--- config.mk ---
export PLATFORM = sky130hd
export DESIGN_NAME = dns_name_label_encoder
export DESIGN_NICKNAME = d
export VERILOG_FILES = /design/src/sv/dnsenc_pkg.sv /design/src/sv/dnsenc_front.sv /design/src/sv/dnsenc_cmd_fifo.sv /design/src/sv/dnsenc_back.sv /design/src/sv/dns_name_label_encoder.sv
export SDC_FILE = /design/constraint.sdc
export NUM_CORES = 1
export LEC_CHECK = 0
export BUFFER_PORTS_ARGS = -buffer_cell sky130_fd_sc_hd__buf_4
export CAP_MARGIN = 25
export CORE_UTILIZATION = 40
export CTS_CLUSTER_DIAMETER = 30
export DETAILED_ROUTE_END_ITERATION = 7
export MAX_ROUTING_LAYER = met4
export SLEW_MARGIN = 15
export SYNTH_ARGS = -nofsm -noshare
export SYNTH_HDL_FRONTEND = slang
export SYNTH_SLANG_ARGS = --single-unit
--- constraint.sdc ---
create_clock -name clk -period 4.1 [get_ports clk]
set_input_delay 0.82 -clock clk [delete_from_list [all_inputs] [get_ports clk]]
set_output_delay 0.82 -clock clk [all_outputs]
set_load 0.02 [all_outputs]
--- src/sv/dnsenc_pkg.sv ---
// Shared types and constants for the DNS name wire-format encoder.
package dnsenc_pkg;

    // Character codes
    localparam logic [7:0] CH_DOT      = 8'h2E;
    localparam logic [7:0] CH_END      = 8'h00;
    localparam logic [7:0] UPPER_BELOW = 8'h40;
    localparam logic [7:0] UPPER_ABOVE = 8'h5B;
    localparam logic [7:0] CASE_BIT    = 8'h20;

    // Widest label length / store address carried between front and back
    localparam int LEN_W = 6;

    // Command queue depth
    localparam int QDEPTH = 2;

    // Work handed from front to back
    typedef struct packed {
        logic [LEN_W-1:0] len;    // label bytes to replay
        logic             close;  // append closing zero, marked last
        logic             err;    // error result only
    } cmd_t;

    // Label store write from the front
    typedef struct packed {
        logic             en;
        logic [LEN_W-1:0] addr;
        logic [7:0]       data;
    } wr_t;

    // Fold ASCII upper case to lower case
    function automatic logic [7:0] fold_case(input logic [7:0] c);
        logic [7:0] r;
        r = c;
        if (c > UPPER_BELOW && c < UPPER_ABOVE)
        begin
            r = c | CASE_BIT;
        end
        return r;
    endfunction

endpackage

--- src/sv/dnsenc_front.sv ---
// Front end: accepts name characters, tracks label/name state, writes the
// label store and queues flush or error commands.
module dnsenc_front #(
    parameter int MAX_LABEL = 62
) (
    input  logic               clk,
    input  logic               rst_n,
    input  logic               in_valid,
    output logic               in_ready,
    input  logic [7:0]         ch,
    input  logic [8:0]         capacity,
    input  logic               q_full,
    output logic               push,
    output dnsenc_pkg::cmd_t   push_cmd,
    output dnsenc_pkg::wr_t    wr,
    input  logic               release_lock
);
    import dnsenc_pkg::*;

    localparam int CW = $clog2(MAX_LABEL + 1);

    logic [CW-1:0] label_count_reg, label_count_next;
    logic [8:0]    name_count_reg, name_count_next;
    logic          at_start_reg, at_start_next;
    logic          discarding_reg, discarding_next;
    logic          lock_reg, lock_next;
    logic          accept;
    logic          over_cap;

    // Stall while the queue is full or the back end still replays the stored label
    assign in_ready = !q_full && !lock_reg;
    assign accept   = in_valid && in_ready;
    assign over_cap = ({1'b0, name_count_reg} + 10'd2) > {1'b0, capacity};

    // Character classification
    always_comb
    begin
        label_count_next = label_count_reg;
        name_count_next  = name_count_reg;
        at_start_next    = at_start_reg;
        discarding_next  = discarding_reg;
        lock_next        = lock_reg;
        push             = 1'b0;
        push_cmd         = '0;
        wr.en            = 1'b0;
        wr.addr          = LEN_W'(label_count_reg);
        wr.data          = fold_case(ch);

        if (release_lock)
        begin
            lock_next = 1'b0;
        end

        if (accept)
        begin
            if (discarding_reg)
            begin
                if (ch == CH_END)
                begin
                    discarding_next  = 1'b0;
                    label_count_next = '0;
                    name_count_next  = '0;
                    at_start_next    = 1'b1;
                end
            end
            else if (at_start_reg && (ch == CH_DOT || ch == CH_END))
            begin
                // leading dot gives an error and drops the rest; leading terminator gives an error and ends the name
                push             = 1'b1;
                push_cmd.err     = 1'b1;
                discarding_next  = (ch == CH_DOT);
                label_count_next = '0;
                name_count_next  = '0;
                at_start_next    = 1'b1;
            end
            else if (ch == CH_END)
            begin
                push             = 1'b1;
                push_cmd.len     = LEN_W'(label_count_reg);
                push_cmd.close   = 1'b1;
                lock_next        = (label_count_reg != '0);
                label_count_next = '0;
                name_count_next  = '0;
                at_start_next    = 1'b1;
            end
            else if (over_cap)
            begin
                push             = 1'b1;
                push_cmd.err     = 1'b1;
                discarding_next  = 1'b1;
                label_count_next = '0;
                name_count_next  = '0;
                at_start_next    = 1'b1;
            end
            else if (ch == CH_DOT)
            begin
                push             = 1'b1;
                push_cmd.len     = LEN_W'(label_count_reg);
                lock_next        = (label_count_reg != '0);
                label_count_next = '0;
                name_count_next  = name_count_reg + 9'd1;
                at_start_next    = 1'b0;
            end
            else if (label_count_reg == CW'(MAX_LABEL))
            begin
                // label too long
                push             = 1'b1;
                push_cmd.err     = 1'b1;
                discarding_next  = 1'b1;
                label_count_next = '0;
                name_count_next  = '0;
                at_start_next    = 1'b1;
            end
            else
            begin
                wr.en            = 1'b1;
                label_count_next = label_count_reg + 1'b1;
                name_count_next  = name_count_reg + 9'd1;
                at_start_next    = 1'b0;
            end
        end
    end

    // State registers
    always_ff @(posedge clk or negedge rst_n)
    begin
        if (!rst_n)
        begin
            label_count_reg <= '0;
            name_count_reg  <= '0;
            at_start_reg    <= 1'b1;
            discarding_reg  <= 1'b0;
            lock_reg        <= 1'b0;
        end
        else
        begin
            label_count_reg <= label_count_next;
            name_count_reg  <= name_count_next;
            at_start_reg    <= at_start_next;
            discarding_reg  <= discarding_next;
            lock_reg        <= lock_next;
        end
    end

endmodule

--- src/sv/dnsenc_cmd_fifo.sv ---
// Short command queue between the front and back ends.
module dnsenc_cmd_fifo (
    input  logic             clk,
    input  logic             rst_n,
    input  logic             push,
    input  dnsenc_pkg::cmd_t push_cmd,
    output logic             full,
    input  logic             pop,
    output logic             empty,
    output dnsenc_pkg::cmd_t head
);
    import dnsenc_pkg::*;

    localparam int PW = (QDEPTH > 1) ? $clog2(QDEPTH) : 1;
    localparam int NW = $clog2(QDEPTH + 1);

    cmd_t          entry_reg [QDEPTH];
    logic [PW-1:0] wptr_reg, wptr_next;
    logic [PW-1:0] rptr_reg, rptr_next;
    logic [NW-1:0] count_reg, count_next;
    logic          do_push;
    logic          do_pop;

    assign full    = (count_reg == NW'(QDEPTH));
    assign empty   = (count_reg == '0);
    assign do_push = push && !full;
    assign do_pop  = pop && !empty;
    assign head    = entry_reg[rptr_reg];

    // Pointer and count update
    always_comb
    begin
        wptr_next  = wptr_reg;
        rptr_next  = rptr_reg;
        count_next = count_reg;
        if (do_push)
        begin
            wptr_next = (wptr_reg == PW'(QDEPTH - 1)) ? '0 : wptr_reg + 1'b1;
        end
        if (do_pop)
        begin
            rptr_next = (rptr_reg == PW'(QDEPTH - 1)) ? '0 : rptr_reg + 1'b1;
        end
        if (do_push && !do_pop)
        begin
            count_next = count_reg + 1'b1;
        end
        else if (do_pop && !do_push)
        begin
            count_next = count_reg - 1'b1;
        end
    end

    always_ff @(posedge clk or negedge rst_n)
    begin
        if (!rst_n)
        begin
            wptr_reg  <= '0;
            rptr_reg  <= '0;
            count_reg <= '0;
        end
        else
        begin
            wptr_reg  <= wptr_next;
            rptr_reg  <= rptr_next;
            count_reg <= count_next;
        end
    end

    // Entry storage
    always_ff @(posedge clk)
    begin
        if (do_push)
        begin
            entry_reg[wptr_reg] <= push_cmd;
        end
    end

endmodule

--- src/sv/dnsenc_back.sv ---
// Back end: holds the label memory, replays queued labels as wire bytes
// and drives the output register.
module dnsenc_back #(
    parameter int MAX_LABEL = 62
) (
    input  logic             clk,
    input  logic             rst_n,
    input  logic             q_empty,
    output logic             pop,
    input  dnsenc_pkg::cmd_t cmd,
    input  dnsenc_pkg::wr_t  wr,
    output logic             release_lock,
    output logic             out_valid,
    input  logic             out_ready,
    output logic [7:0]       out_byte,
    output logic             last,
    output logic             error
);
    import dnsenc_pkg::*;

    localparam int CW = $clog2(MAX_LABEL + 1);
    localparam int AW = (MAX_LABEL > 1) ? $clog2(MAX_LABEL) : 1;

    localparam logic [1:0] S_IDLE  = 2'd0;
    localparam logic [1:0] S_HEAD  = 2'd1;
    localparam logic [1:0] S_DATA  = 2'd2;
    localparam logic [1:0] S_CLOSE = 2'd3;

    logic [7:0]    mem [MAX_LABEL];
    logic [7:0]    rd_data_reg;
    logic          rd_en;
    logic [AW-1:0] rd_addr;

    logic [1:0]    state_reg, state_next;
    logic [CW-1:0] len_reg, len_next;
    logic          close_reg, close_next;
    logic          err_reg, err_next;
    logic [CW-1:0] idx_reg, idx_next;
    logic [CW-1:0] idx_inc;

    logic          out_valid_reg, out_valid_next;
    logic [7:0]    out_byte_reg, out_byte_next;
    logic          last_reg, last_next;
    logic          error_reg, error_next;
    logic          slot_free;

    assign slot_free = !out_valid_reg || out_ready;
    assign idx_inc   = idx_reg + 1'b1;

    assign out_valid = out_valid_reg;
    assign out_byte  = out_byte_reg;
    assign last      = last_reg;
    assign error     = error_reg;

    // Label memory: one write port from the front, one registered read
    always_ff @(posedge clk)
    begin
        if (wr.en)
        begin
            mem[wr.addr[AW-1:0]] <= wr.data;
        end
        if (rd_en)
        begin
            rd_data_reg <= mem[rd_addr];
        end
    end

    // Replay sequencer
    always_comb
    begin
        state_next     = state_reg;
        len_next       = len_reg;
        close_next     = close_reg;
        err_next       = err_reg;
        idx_next       = idx_reg;
        pop            = 1'b0;
        rd_en          = 1'b0;
        rd_addr        = '0;
        release_lock   = 1'b0;
        out_valid_next = out_valid_reg && !out_ready;
        out_byte_next  = out_byte_reg;
        last_next      = last_reg;
        error_next     = error_reg;

        unique case (state_reg)
            S_IDLE:
            begin
                if (!q_empty)
                begin
                    pop        = 1'b1;
                    len_next   = CW'(cmd.len);
                    close_next = cmd.close;
                    err_next   = cmd.err;
                    state_next = S_HEAD;
                end
            end
            S_HEAD:
            begin
                if (slot_free)
                begin
                    out_valid_next = 1'b1;
                    if (err_reg)
                    begin
                        out_byte_next = '0;
                        last_next     = 1'b1;
                        error_next    = 1'b1;
                        state_next    = S_IDLE;
                    end
                    else
                    begin
                        // length byte
                        out_byte_next = 8'(len_reg);
                        last_next     = 1'b0;
                        error_next    = 1'b0;
                        if (len_reg != '0)
                        begin
                            rd_en      = 1'b1;
                            rd_addr    = '0;
                            idx_next   = '0;
                            state_next = S_DATA;
                        end
                        else if (close_reg)
                        begin
                            state_next = S_CLOSE;
                        end
                        else
                        begin
                            state_next = S_IDLE;
                        end
                    end
                end
            end
            S_DATA:
            begin
                if (slot_free)
                begin
                    out_valid_next = 1'b1;
                    out_byte_next  = rd_data_reg;
                    last_next      = 1'b0;
                    error_next     = 1'b0;
                    if (idx_inc < len_reg)
                    begin
                        // prefetch next label byte
                        rd_en    = 1'b1;
                        rd_addr  = idx_inc[AW-1:0];
                        idx_next = idx_inc;
                    end
                    else
                    begin
                        release_lock = 1'b1;
                        state_next   = close_reg ? S_CLOSE : S_IDLE;
                    end
                end
            end
            S_CLOSE:
            begin
                if (slot_free)
                begin
                    out_valid_next = 1'b1;
                    out_byte_next  = '0;
                    last_next      = 1'b1;
                    error_next     = 1'b0;
                    state_next     = S_IDLE;
                end
            end
            default:
            begin
                state_next = S_IDLE;
            end
        endcase
    end

    // Control registers
    always_ff @(posedge clk or negedge rst_n)
    begin
        if (!rst_n)
        begin
            state_reg     <= S_IDLE;
            out_valid_reg <= 1'b0;
        end
        else
        begin
            state_reg     <= state_next;
            out_valid_reg <= out_valid_next;
        end
    end

    // Payload registers
    always_ff @(posedge clk)
    begin
        len_reg      <= len_next;
        close_reg    <= close_next;
        err_reg      <= err_next;
        idx_reg      <= idx_next;
        out_byte_reg <= out_byte_next;
        last_reg     <= last_next;
        error_reg    <= error_next;
    end

endmodule

--- src/sv/dns_name_label_encoder.sv ---
// Top level of the DNS name wire-format encoder.
//
// Usage: send a dotted name one character per transfer on ch (in_valid /
// in_ready), ended by a zero character. Wire bytes come out on out_byte
// (out_valid / out_ready): per label a length byte and the label bytes,
// upper case folded to lower case, then a closing zero marked last. A
// malformed name, an over-long label or a name over capacity gives one
// byte with last and error set; characters up to the terminator are then
// dropped. capacity is written on the cfg channel while the block is idle.
// Timing: the front end takes a character whenever in_ready is high. A dot
// or the terminator queues a flush; while out_ready stays high, the back
// end sends one byte per cycle out of the label memory (length byte, then
// one read per character). The front end holds in_ready low while a stored
// label is replayed, as both share that memory. A flush goes through the
// command queue and the back-end command registers to the output register.
// Reset: capacity returns to 256, the queue empties, no output is valid.
// A stalled receiver holds the output register; the queue then fills and
// in_ready drops, so nothing is lost.
module dns_name_label_encoder #(
    parameter int MAX_LABEL = 62
) (
    input  logic       clk,
    input  logic       rst_n,
    input  logic       in_valid,
    output logic       in_ready,
    input  logic [7:0] ch,
    input  logic       cfg_valid,
    output logic       cfg_ready,
    input  logic [8:0] capacity,
    output logic       out_valid,
    input  logic       out_ready,
    output logic [7:0] out_byte,
    output logic       last,
    output logic       error
);
    import dnsenc_pkg::*;

    logic [8:0] capacity_reg;
    logic       q_full;
    logic       q_empty;
    logic       push;
    logic       pop;
    cmd_t       push_cmd;
    cmd_t       head;
    wr_t        wr;
    logic       release_lock;

    // Capacity register
    assign cfg_ready = 1'b1;

    always_ff @(posedge clk or negedge rst_n)
    begin
        if (!rst_n)
        begin
            capacity_reg <= 9'd256;
        end
        else if (cfg_valid && cfg_ready)
        begin
            capacity_reg <= capacity;
        end
    end

    dnsenc_front #(
        .MAX_LABEL(MAX_LABEL)
    ) u_front (
        .clk          (clk),
        .rst_n        (rst_n),
        .in_valid     (in_valid),
        .in_ready     (in_ready),
        .ch           (ch),
        .capacity     (capacity_reg),
        .q_full       (q_full),
        .push         (push),
        .push_cmd     (push_cmd),
        .wr           (wr),
        .release_lock (release_lock)
    );

    dnsenc_cmd_fifo u_fifo (
        .clk      (clk),
        .rst_n    (rst_n),
        .push     (push),
        .push_cmd (push_cmd),
        .full     (q_full),
        .pop      (pop),
        .empty    (q_empty),
        .head     (head)
    );

    dnsenc_back #(
        .MAX_LABEL(MAX_LABEL)
    ) u_back (
        .clk          (clk),
        .rst_n        (rst_n),
        .q_empty      (q_empty),
        .pop          (pop),
        .cmd          (head),
        .wr           (wr),
        .release_lock (release_lock),
        .out_valid    (out_valid),
        .out_ready    (out_ready),
        .out_byte     (out_byte),
        .last         (last),
        .error        (error)
    );

endmodule
==> out/qor.txt <==
Final Non-Filler Cells -> 2901
HPWL Detailed -> 42800 um
max-cap viol count -> 0
Crit Path Class -> flop to flop
crit path cell chain -> nand3_1 > o21a_1 > or2_2 > ha_1 > and2_1 > o2111a_1 > nor3_4 > buf_12 > buf_4 > clkbuf_16 > mux2i_1 > mux2i_1 > o22ai_1 > a311oi_1 > a211o_1
DR DRC count -> 0
Die Wd -> 248 um
Synth Net Count -> 1868
design area -> 30600 um2
nets -> 2077
clock share of power -> 48.3%
Final Hold Fails -> 0
FF+latch count, synth -> 578
via count -> 16.2k
total CTS buffers -> 113
Core Region -> 59500 um2
DP Area -> 26300 um2
largest area contributor in the netlist -> edfxtp_1
crit-path max FO -> 19
grt total ovfl -> 0
Comb power frac -> 15.4%
DR pass1 iterations -> 5
Rel. slew slack -> 43.8%
drt initial violations -> 1933
final setup violation count -> 0
Fmax achieved -> 0.250 GHz
R2R depth -> 15
Synth Area per Inst -> 13.3 um2
most frequent cell after synthesis -> edfxtp_1
Net Sw Power -> 0.00543 W
H-tree depth -> 3
Synth cell types -> 77
routability cong. -> 0.933
share of cells above drive strength 1 -> 20.7%
Post-synth top flop -> edfxtp_1
Final Skew -> 0.0330 ns
PnR worst setup slack -> 0.102 ns
Clk Latency, worst-skew pair -> 0.67 ns
Worst setup EP type -> flop
fin crit period -> 4.00 ns
initial core utilization -> 40.8%
Sum Neg Setup Slack -> 0 ns
Setup crit start -> u_back.idx_reg[0]
Die Ht -> 248 um
synthesis warning total -> 0
r2r setup slk -> 0.10 ns
setup slack at placement -> -0.0680 ns
global-route total usage across every layer -> 22.9%
Worst setup SP type -> flop
initial antenna violation count -> 0
Buffers on Ports -> 33
CTS root buf -> clkbuf_16
hold buffers post-CTS -> 0
asr flop ratio synth -> 5.88%
Worst-Margin Slew -> 0.840 ns
leakage -> 10.9 nW
max-slew violations -> 0
VDD IR max -> 0.000344 V
cell count after synthesis -> 1820
largest net degree at the start of global routing -> 64
Sw Share -> 27.3%
Slowest-stage cell, CP -> edfxtp_1
max FFs per register -> 496
Cell Rows -> 89
Post-synth EDFFs -> 544
Post-DRT Antenna Nets -> 0
die area -> 61600 um2
Clock Sinks -> 578
RSZ-0062 raised after global routing -> false
total wire length -> 67700 um
FILL cells -> 4968
vias in the first global route -> 15.8k
area grow syn2layout -> 26.3%
Top cell by count, worst path -> mux2i_1
sequential power share -> 36.2%
RR Startpoint -> u_back.idx_reg[0]
placed cell count -> 2671
Crit path arrival time -> 4.40 ns
max incr delay on CP -> 0.41 ns
CTS tree -> built
antenna cell count -> 0
Longest Clk Path Bufs -> 3
status -> finished, final reports clean
first-pass GRT wire length -> 101000 um
Vias per Instance -> 5.60
CP Data Required Time -> 4.50 ns
post-layout util -> 51.5%
Synth top cells by count -> edfxtp_1 (544), nand2_1 (359), nand3_1 (161)
P_int -> 0.0144 W
worst r2r dst -> u_back.rd_data_reg[4]
Ports -> 35
Hold/Removal Path Class -> input pin to async pin
register area share after synthesis -> 70.9%
power per cell area -> 649 nW/um2
Area contributors post-synth -> edfxtp_1 (67%), nand2_1 (5.6%), mux2i_1 (3.9%)
Avg WL per Cell -> 23.3 um
Cell Area, Synth -> 24300 um2
clock-pin transition on the worst setup and hold timing paths -> 0.05 ns
Tcrit/Tclk final -> 97.5%
Synth top area share -> 67.4%
-- routing by layer --
layer	wire (um)	share of wire, %	global-route usage [%]
met4	2100	3.1	9.24
met2	30800	45	33.8
met3	5620	8.3	4.43
met5	0	0	-
met1	29200	43	31.1
-- power groups by stage --
stage          Sequential [W]  Combinational (W)  Clock, W
2_1_floorplan         0.00719            0.00176         0
3_5_place_dp          0.00729            0.00291         0
6_report              0.00720            0.00307   0.00961
4_1_cts               0.00719            0.00296   0.00971
3_3_place_gp          0.00728            0.00286         0
5_1_grt               0.00723            0.00330   0.00998
-- cell families (layout without fill, tap and decap cells) --
kind of cell,count (synthesis),count (layout),synth area share (%)
buffers and inverters,135,443,2.57
muxes,108,108,4.62
xor gates and xnor gates,18,18,0.650
DFF,578,578,70.9
other,1,1,0.0155
and+or+nand+nor,725,725,13.6
AOI/OAI and AO/OA,229,229,6.38
adders and majority gates,26,26,1.34
-- worst max-delay path by stage --
stage | slack (ns) | end | cells past startpoint
6_report | 0.10 | u_back.rd_data_reg[4] | 15
2_1_floorplan | 0.43 | u_back.rd_data_reg[1] | 16
5_1_grt | 0.007 | u_back.rd_data_reg[1] | 15
3_5_place_dp | -0.07 | u_back.rd_data_reg[6] | 14
4_1_cts | 0.03 | u_back.rd_data_reg[7] | 14
3_3_place_gp | -0.03 | u_back.rd_data_reg[4] | 14
-- through the flow --
step / hold WS (ns) / total power, W
3_3_place_gp: 0.486 / 0.0101
3_5_place_dp: 0.490 / 0.0102
5_1_grt: 0.154 / 0.0205
2_1_floorplan: 0.468 / 0.00895
4_1_cts: 0.109 / 0.0199
6_report: 0.126 / 0.0199
-- critical path: cells and delay by family, from the launching register on --
family	cells	cell delay (ns)
buf+inv	3	0.57
compound gates	5	1.09
fa+ha+maj	1	0.34
flops	1	0.41
mux	2	0.38
simple gates	4	0.93
-- cells in the final DEF (no fill, tap or decap), drive strengths merged, types with 4 or more instances in the layout --
cell / count
o211ai: 10
o22ai: 14
buf: 196
a2111oi: 4
a21o: 4
clkinv: 45
o2111ai: 8
nor2: 49
nand2: 360
or3: 8
nand4: 14
nor2b: 5
bufinv: 22
o221ai: 13
a22oi: 4
edfxtp: 544
a31oi: 18
nor3: 80
a221oi: 10
o21ai: 48
inv: 38
clkinvlp: 10
ha: 26
mux2: 12
o21a: 4
a311oi: 5
a211o: 8
and2: 19
dfrtp: 32
mux2i: 94
a21oi: 56
clkbuf: 131
xor2: 10
nand3: 162
nor4: 7
xnor2: 8
or2: 4
-- layout make-up --
type / instances / area (um2) / share of cell area [%]
sequential: 578 / 17200 / 56.1
multi-input combinational: 1107 / 6590 / 21.5
clock buffer: 129 / 2940 / 9.59
timing repair buffer: 199 / 1760 / 5.74
clock inverter: 85 / 1090 / 3.54
tap: 773 / 967 / 3.16
inverter: 30 / 113 / 0.367
-- timing repair --
action	in CTS	in global routing
resized for setup	5	19
endpoints found under the setup margin	5	8
setup buffers	2	11
endpoints found under the hold margin	0	0
cloned	1	2
pin swaps	1	5
Power figures use the tool's default switching activity.
